`config.mk`:
```
export PLATFORM = sky130hd
export DESIGN_NAME = length_framed_xor_checksum_receiver
export DESIGN_NICKNAME = d
export VERILOG_FILES = /design/src/hdl/lfxr_pkg.sv /design/src/hdl/lfxr_parse.sv /design/src/hdl/lfxr_obuf.sv /design/src/hdl/length_framed_xor_checksum_receiver.sv
export SDC_FILE = /design/constraint.sdc
export NUM_CORES = 1
export LEC_CHECK = 0
export ABC_CLOCK_PERIOD_IN_PS = 4500
export BUFFER_PORTS_ARGS = -buffer_cell sky130_fd_sc_hd__buf_2
export CORE_ASPECT_RATIO = 1.1
export CORE_MARGIN = 2
export CORE_UTILIZATION = 42
export CTS_BUF_LIST = sky130_fd_sc_hd__clkbuf_2 sky130_fd_sc_hd__clkbuf_4 sky130_fd_sc_hd__clkbuf_8
export CTS_CLUSTER_SIZE = 28
export DETAILED_ROUTE_END_ITERATION = 6
export SYNTH_ARGS = -nofsm -noshare
export SYNTH_HDL_FRONTEND = slang
export SYNTH_SLANG_ARGS = --single-unit
```
`constraint.sdc`:
```
create_clock -name i_clk -period 4.5 [get_ports i_clk]
set_input_delay 0.675 -clock i_clk [delete_from_list [all_inputs] [get_ports i_clk]]
set_output_delay 0.675 -clock i_clk [all_outputs]
set_load 0.02 [all_outputs]
```
`src/hdl/lfxr_pkg.sv`:
```
`timescale 1ns / 1ps
// ----------------------------------------------------------------------------
// lfxr_pkg
// Shared types and constants for the length-framed XOR checksum receiver.
// ----------------------------------------------------------------------------
package lfxr_pkg;

    localparam int unsigned BYTE_W      = 8;
    localparam int unsigned LEN_W       = 16;
    localparam int unsigned XOR_W       = 32;
    localparam int unsigned SUFFIX_W    = 2;
    localparam int unsigned TDATA_W     = 32;
    localparam logic [2:0]  CHECK_BYTES = 3'd4;
    localparam logic [SUFFIX_W-1:0] SUFFIX_RESET = 2'd2;

    typedef enum logic [2:0] {
        PH_LEN_HI  = 3'd0,
        PH_LEN_LO  = 3'd1,
        PH_PAYLOAD = 3'd2,
        PH_CHECK   = 3'd3,
        PH_TRAILER = 3'd4
    } t_phase;

    typedef struct packed {
        logic [LEN_W-1:0]  frame_length;
        logic              checksum_ok;
        logic [BYTE_W-1:0] out_byte;
        logic              kind;
        logic              last;
    } t_result;

endpackage

```
`src/hdl/lfxr_parse.sv`:
```
`timescale 1ns / 1ps
// ----------------------------------------------------------------------------
// lfxr_parse
// Frame parser: tracks the frame section, folds bytes into the XOR lanes and
// forms one result item per processed byte when the byte produces one.
// ----------------------------------------------------------------------------
module lfxr_parse (
    input  logic                          i_clk,
    input  logic                          i_rst_n,
    input  logic                          i_cfg_we,
    input  logic [lfxr_pkg::SUFFIX_W-1:0] i_cfg_data,
    input  logic                          i_valid,
    input  logic [lfxr_pkg::BYTE_W-1:0]   i_byte,
    output logic                          o_res_valid,
    output lfxr_pkg::t_result             o_res
);

    lfxr_pkg::t_phase                  r_phase, n_phase;
    logic [lfxr_pkg::LEN_W-1:0]        r_len, n_len;
    logic [lfxr_pkg::LEN_W-1:0]        r_pos, n_pos;
    logic [lfxr_pkg::XOR_W-1:0]        r_xor, n_xor;
    logic [lfxr_pkg::SUFFIX_W-1:0]     r_suffix;
    logic [lfxr_pkg::LEN_W-1:0]        pos_inc;
    logic [lfxr_pkg::XOR_W-1:0]        folded;

    assign pos_inc = r_pos + 16'd1;

    // Byte lane 0 sits in the top bits of the running XOR.
    always_comb begin
        folded = r_xor;
        case (r_pos[1:0])
            2'd0:    folded[31:24] = r_xor[31:24] ^ i_byte;
            2'd1:    folded[23:16] = r_xor[23:16] ^ i_byte;
            2'd2:    folded[15:8]  = r_xor[15:8]  ^ i_byte;
            default: folded[7:0]   = r_xor[7:0]   ^ i_byte;
        endcase
    end

    always_comb begin
        n_phase     = r_phase;
        n_len       = r_len;
        n_pos       = r_pos;
        n_xor       = r_xor;
        o_res_valid = 1'b0;
        o_res       = '0;
        if (i_valid) begin
            case (r_phase)
                lfxr_pkg::PH_LEN_LO: begin
                    n_len   = {r_len[15:8], i_byte};
                    n_pos   = '0;
                    n_xor   = '0;
                    n_phase = ({r_len[15:8], i_byte} == 16'd0) ?
                              lfxr_pkg::PH_CHECK : lfxr_pkg::PH_PAYLOAD;
                end
                lfxr_pkg::PH_PAYLOAD: begin
                    n_xor          = folded;
                    n_pos          = pos_inc;
                    o_res_valid    = 1'b1;
                    o_res.out_byte = i_byte;
                    if (pos_inc >= r_len) begin
                        o_res.last = 1'b1;
                        n_pos      = '0;
                        n_phase    = lfxr_pkg::PH_CHECK;
                    end
                end
                lfxr_pkg::PH_CHECK: begin
                    n_xor = folded;
                    n_pos = pos_inc;
                    if (pos_inc >= {13'd0, lfxr_pkg::CHECK_BYTES}) begin
                        n_pos   = '0;
                        n_phase = lfxr_pkg::PH_TRAILER;
                        if (r_suffix == '0) begin
                            o_res_valid        = 1'b1;
                            o_res.kind         = 1'b1;
                            o_res.checksum_ok  = (folded == '0);
                            o_res.frame_length = r_len;
                            n_phase            = lfxr_pkg::PH_LEN_HI;
                            n_xor              = '0;
                        end
                    end
                end
                lfxr_pkg::PH_TRAILER: begin
                    n_pos = pos_inc;
                    if (pos_inc >= {14'd0, r_suffix}) begin
                        o_res_valid        = 1'b1;
                        o_res.kind         = 1'b1;
                        o_res.checksum_ok  = (r_xor == '0);
                        o_res.frame_length = r_len;
                        n_phase            = lfxr_pkg::PH_LEN_HI;
                        n_pos              = '0;
                        n_xor              = '0;
                    end
                end
                default: begin
                    n_len   = {i_byte, 8'd0};
                    n_pos   = '0;
                    n_xor   = '0;
                    n_phase = lfxr_pkg::PH_LEN_LO;
                end
            endcase
        end
    end

    always_ff @(posedge i_clk) begin
        if (!i_rst_n) begin
            r_phase  <= lfxr_pkg::PH_LEN_HI;
            r_len    <= '0;
            r_pos    <= '0;
            r_xor    <= '0;
            r_suffix <= lfxr_pkg::SUFFIX_RESET;
        end else begin
            r_phase <= n_phase;
            r_len   <= n_len;
            r_pos   <= n_pos;
            r_xor   <= n_xor;
            if (i_cfg_we) begin
                r_suffix <= i_cfg_data;
            end
        end
    end

endmodule

```
`src/hdl/lfxr_obuf.sv`:
```
`timescale 1ns / 1ps
// ----------------------------------------------------------------------------
// lfxr_obuf
// Two-entry result buffer; its full flag is registered so the downstream
// ready never reaches the input side combinationally.
// ----------------------------------------------------------------------------
module lfxr_obuf (
    input  logic              i_clk,
    input  logic              i_rst_n,
    input  logic              i_wr,
    input  lfxr_pkg::t_result i_res,
    output logic              o_full,
    output logic              o_valid,
    input  logic              i_ready,
    output lfxr_pkg::t_result o_res
);

    lfxr_pkg::t_result r_mem [2];
    logic              r_wr_ptr;
    logic              r_rd_ptr;
    logic [1:0]        r_count, n_count;
    logic              rd;

    assign o_valid = (r_count != 2'd0);
    assign o_full  = (r_count == 2'd2);
    assign rd      = o_valid && i_ready;
    assign o_res   = r_mem[r_rd_ptr];

    always_comb begin
        n_count = r_count;
        if (i_wr && !rd) begin
            n_count = r_count + 2'd1;
        end else if (rd && !i_wr) begin
            n_count = r_count - 2'd1;
        end
    end

    always_ff @(posedge i_clk) begin
        if (i_wr) begin
            r_mem[r_wr_ptr] <= i_res;
        end
    end

    always_ff @(posedge i_clk) begin
        if (!i_rst_n) begin
            r_wr_ptr <= 1'b0;
            r_rd_ptr <= 1'b0;
            r_count  <= '0;
        end else begin
            r_count <= n_count;
            if (i_wr) begin
                r_wr_ptr <= ~r_wr_ptr;
            end
            if (rd) begin
                r_rd_ptr <= ~r_rd_ptr;
            end
        end
    end

endmodule

```
`src/hdl/length_framed_xor_checksum_receiver.sv`:
```
`timescale 1ns / 1ps
// Path: an accepted byte is held in the input register and processed by the
// parser while the output buffer is not full; its result goes into that buffer.
// Throughput: one byte per cycle, one parser pass each, unless buffer is full.
// Reset: i_rst_n is synchronous, active low; the parser returns to the length
// high byte, the suffix register to 2, and both buffers are emptied.
// ----------------------------------------------------------------------------
// length_framed_xor_checksum_receiver
// Receives length-framed bytes, forwards payload and reports checksum status.
// ----------------------------------------------------------------------------
module length_framed_xor_checksum_receiver (
    input  logic                          i_clk,
    input  logic                          i_rst_n,
    input  logic                          i_cfg_valid,
    output logic                          o_cfg_ready,
    input  logic [lfxr_pkg::SUFFIX_W-1:0] i_cfg_data,   // suffix_bytes
    input  logic                          s_axis_tvalid,
    output logic                          s_axis_tready,
    input  logic [lfxr_pkg::BYTE_W-1:0]   s_axis_tdata, // [7:0] rx_byte
    output logic                          m_axis_tvalid,
    input  logic                          m_axis_tready,
    // [7:0] out_byte, [8] checksum_ok, [24:9] frame_length, [31:25] zero
    output logic [lfxr_pkg::TDATA_W-1:0]  m_axis_tdata,
    output logic                          m_axis_tuser, // [0] kind
    output logic                          m_axis_tlast  // last
);

    logic                        r_in_valid;
    logic [lfxr_pkg::BYTE_W-1:0] r_in_byte;
    logic                        advance;
    logic                        buf_full;
    logic                        res_valid;
    lfxr_pkg::t_result           res;
    lfxr_pkg::t_result           out_res;

    assign o_cfg_ready   = 1'b1;
    assign advance       = r_in_valid && !buf_full;
    assign s_axis_tready = !r_in_valid || !buf_full;

    always_ff @(posedge i_clk) begin
        if (!i_rst_n) begin
            r_in_valid <= 1'b0;
        end else if (s_axis_tready) begin
            r_in_valid <= s_axis_tvalid;
        end
    end

    always_ff @(posedge i_clk) begin
        if (s_axis_tvalid && s_axis_tready) begin
            r_in_byte <= s_axis_tdata;
        end
    end

    lfxr_parse u_parse (
        .i_clk       (i_clk),
        .i_rst_n     (i_rst_n),
        .i_cfg_we    (i_cfg_valid),
        .i_cfg_data  (i_cfg_data),
        .i_valid     (advance),
        .i_byte      (r_in_byte),
        .o_res_valid (res_valid),
        .o_res       (res)
    );

    lfxr_obuf u_obuf (
        .i_clk   (i_clk),
        .i_rst_n (i_rst_n),
        .i_wr    (res_valid),
        .i_res   (res),
        .o_full  (buf_full),
        .o_valid (m_axis_tvalid),
        .i_ready (m_axis_tready),
        .o_res   (out_res)
    );

    assign m_axis_tdata = {7'd0, out_res.frame_length, out_res.checksum_ok, out_res.out_byte};
    assign m_axis_tuser = out_res.kind;
    assign m_axis_tlast = out_res.last;

endmodule
```
==> impl_metrics.csv <==
group,metric,value,unit
worst_setup_path,slowest_delay,830,ps
synth,async_reset_ff_share,0,%
placed_design,post-dp-hpwl,12.6,mm
synth,synth_edf_count,62,
placed_design,post-place-ws,749,ps
timing,period_needed,3830,ps
flow_run,cap_viol_max_count,0,
route,drt_first_pass_iters,5,
grt,track_usage,20.3,%
power,power_leakage,2.96,nW
route,drt_iter0_drc,519,
finish,area_growth,9.72,%
floorplanning,dieArea,19700,um2
timing,grt_setup_unrepaired,"no",
floorplanning,fp.coreArea,18300,um2
cts,cts_tree,"done",
grt,grt_start_max_net_pins,67,
timing,timing.final.ws_setup,672,ps
route,wl_per_cell,17.3,um
finish,fillCellCount,1755,
timing,hold_violations,0,
synth,ys_types,61,
grt,grt_pass1_wl,31.6,mm
placed_design,dp.cells,1093,
power,finalPower,2.78,mW
finish,layout.cells.non_filler,1125,
cts,clock_tree.buffer_depth,2,
worst_setup_path,crit_family,"compound AO/OA/AOI/OAI gates",
timing,tns,0,ps
placed_design,numPortBuffers,43,
timing,fmax,261,MHz
cts,cts_resized,0,
timing,worst_pin_slew,1020,ps
finish,drive_gt1_share,16.3,%
synth,ys_seq_elements,137,
floorplanning,fp-row-count,52,
cts,holdBufCountCts,0,
cts,clkSlewWorstSetupHoldPaths,90,ps
finish,diodes,0,
route,routed_wirelength,19.4,mm
power,p_per_area,325,nW/um2
worst_setup_path,slowest_stage,"ha_1",
timing,skew,19.3,ps
cts,clk_latency,460,ps
synth,yosys_most_used_dff,"dfxtp_1",
floorplanning,die_w,134,um
power,ir_drop,0.000164,V
worst_setup_path,required,4650,ps
finish,nets,907,
floorplanning,start_util,42.7,%
worst_setup_path,cp_num_buf_inv,1,
worst_setup_path,critPathMaxFanout,28,
floorplanning,ios,52,
worst_setup_path,r2r_slack,670,ps
timing,max-slew-margin-rel,32.3,%
placed_design,place_congestion,0.820,
synth,synthCells,861,
synth,syn_area,7800,um2
grt,grt_overflow,0,
route,vias_per_cell,5.69,
route,ant_nets,0,
worst_setup_path,cp_cell_sequence,"inv_1 -> ha_1 -> xor2_1 -> o22ai_1 -> a22oi_1 -> or4_1 -> nor4_1 -> a31oi_1 -> a2111oi_0",
floorplanning,chipHeight,147,um
grt,met1_usage,26.4,%
synth,ys_warn_count,0,
cts,postCtsSetupBuffers,0,
min_path,worstHoldPathType,"in -> reg",
cts,root_buffer,"clkbuf_8",
finish,mostFrequentLayoutCells,"dfxtp_1 (75), nand3_1 (70), nand2_1 (67), edfxtp_1 (62), inv_1 (52)",
worst_setup_path,worstSetupPathType,"reg -> reg",
route,drc_errors,0,
worst_setup_path,critPathCaptureType,"register",
timing,setup_viol,0,
cts,htreeDepth,4,
grt,top_usage_layer,"met2",
grt,grt_pass1_vias,6004,
route,vias,6401,
cts,clock-sinks,137,
timing,fin_crit_sh,85.1,%
finish,layout_commonest_cell,"dfxtp_1",
timing,final_max_slew_viol_count,0,
grt,antenna_found_initial,0,
synth,seq_area_frac_synth,43.1,%
grt,met3_usage,3.35,%
outcome,status,"complete, no violations",
cts,cts_made_buffers,17,
worst_setup_path,cp-start-kind,"register",
grt,use_met2,33.8,%
synth,syn_area_per_cell,9.06,um2
worst_setup_path,critical_path_arrival,3980,ps
==> kinds of logic (layout without fill, tap and decap cells) <==
family / after synthesis / in the layout / synth area share (%)
compound gates: 229 / 229 / 19.8
xor+xnor: 36 / 36 / 4.04
fa+ha+maj: 23 / 23 / 3.69
buf+inv: 135 / 150 / 7.43
flops: 137 / 137 / 43.1
mux: 29 / 29 / 4.15
other cells: 2 / 8 / 0.0963
simple gates: 270 / 270 / 17.7
==> sequential cells by signal (all words and copies together), names as in the netlist, named ones only <==
| register | count |
|---|---|
| u_parse.r_suffix | 2 |
| u_parse.r_phase | 3 |
| u_parse.r_xor | 32 |
| u_obuf.r_rd_ptr | 1 |
| u_parse.r_len | 16 |
| u_obuf.r_mem | 54 |
| u_obuf.r_wr_ptr | 1 |
| r_in_valid | 1 |
| u_parse.r_pos | 16 |
| r_in_byte | 8 |
| u_obuf.r_count | 2 |
==> layer usage <==
layer	up-vias	share of wire, %	routed length, um
met5	-	0	0
met4	0	2.2	427
met3	30	3.8	733
met2	145	48	9390
met1	3061	46	8870
li1	3165	-	-
==> cell type report <==
cell class	instances	area [um2]	area share, %
clock inverters	11	139	1.62
clock buffers	21	264	3.08
well taps	243	304	3.55
inverters	54	203	2.37
repair buffers	64	398	4.65
multi-input cells	595	3890	45.4
flip-flops and latches	137	3360	39.3
==> worst paths after layout <==
check,from,end,cells past startpoint
hold / removal,s_axis_tdata[5],r_in_byte[5],1
setup / recovery,u_parse.r_pos[0],u_obuf.r_mem[0][10],9
setup reg to reg,u_parse.r_pos[0],u_obuf.r_mem[0][10],9
hold reg to reg,u_parse.r_len[5],u_parse.r_len[5],2
==> through the flow <==
step / area (um2) / hold slack, ps / util (%)
5_1_grt: 8560 / 357 / 46.8
2_1_floorplan: 7820 / 432 / -
3_3_place_gp: 8160 / 438 / 44.6
4_1_cts: 8560 / 360 / 46.8
3_5_place_dp: 8160 / 443 / 44.6
6_report: 8560 / 382 / 46.8
==> power by group <==
part / switching (mW) / internal, mW / leakage (nW) / total, mW
Sequential: 0.0464 / 1.32 / 1.21 / 1.37
Clock: 0.510 / 0.528 / 0.201 / 1.04
Combinational: 0.232 / 0.144 / 1.55 / 0.375
Total: 0.788 / 1.99 / 2.96 / 2.78
==> synth_stat cells (all sizes together), types with 3 or more instances <==
cell type,count,area (um2)
or3,3,18.8
or2,7,43.8
o21ai,37,185
nand2,68,258
nand4,12,90.1
and2,14,87.6
or4,8,60.1
o22ai,36,238
nor2b,4,25.0
xor2,17,149
clkbuf,54,205
nand3b,8,60.1
a21o,3,22.5
nor2,37,139
nand3,70,350
xnor2,19,166
nor3b,4,30.0
edfxtp,62,1860
nand2b,3,18.8
mux2,27,304
o211ai,15,118
and3,5,31.3
dfxtp,75,1500
nor3,13,70.1
a22oi,34,255
a31oi,3,18.8
a211oi,32,253
buf,27,171
inv,54,203
o221ai,4,35.0
a21oi,46,230
ha,23,288
nor4,11,68.8
a32oi,7,61.3
Power figures use the tool's default switching activity.
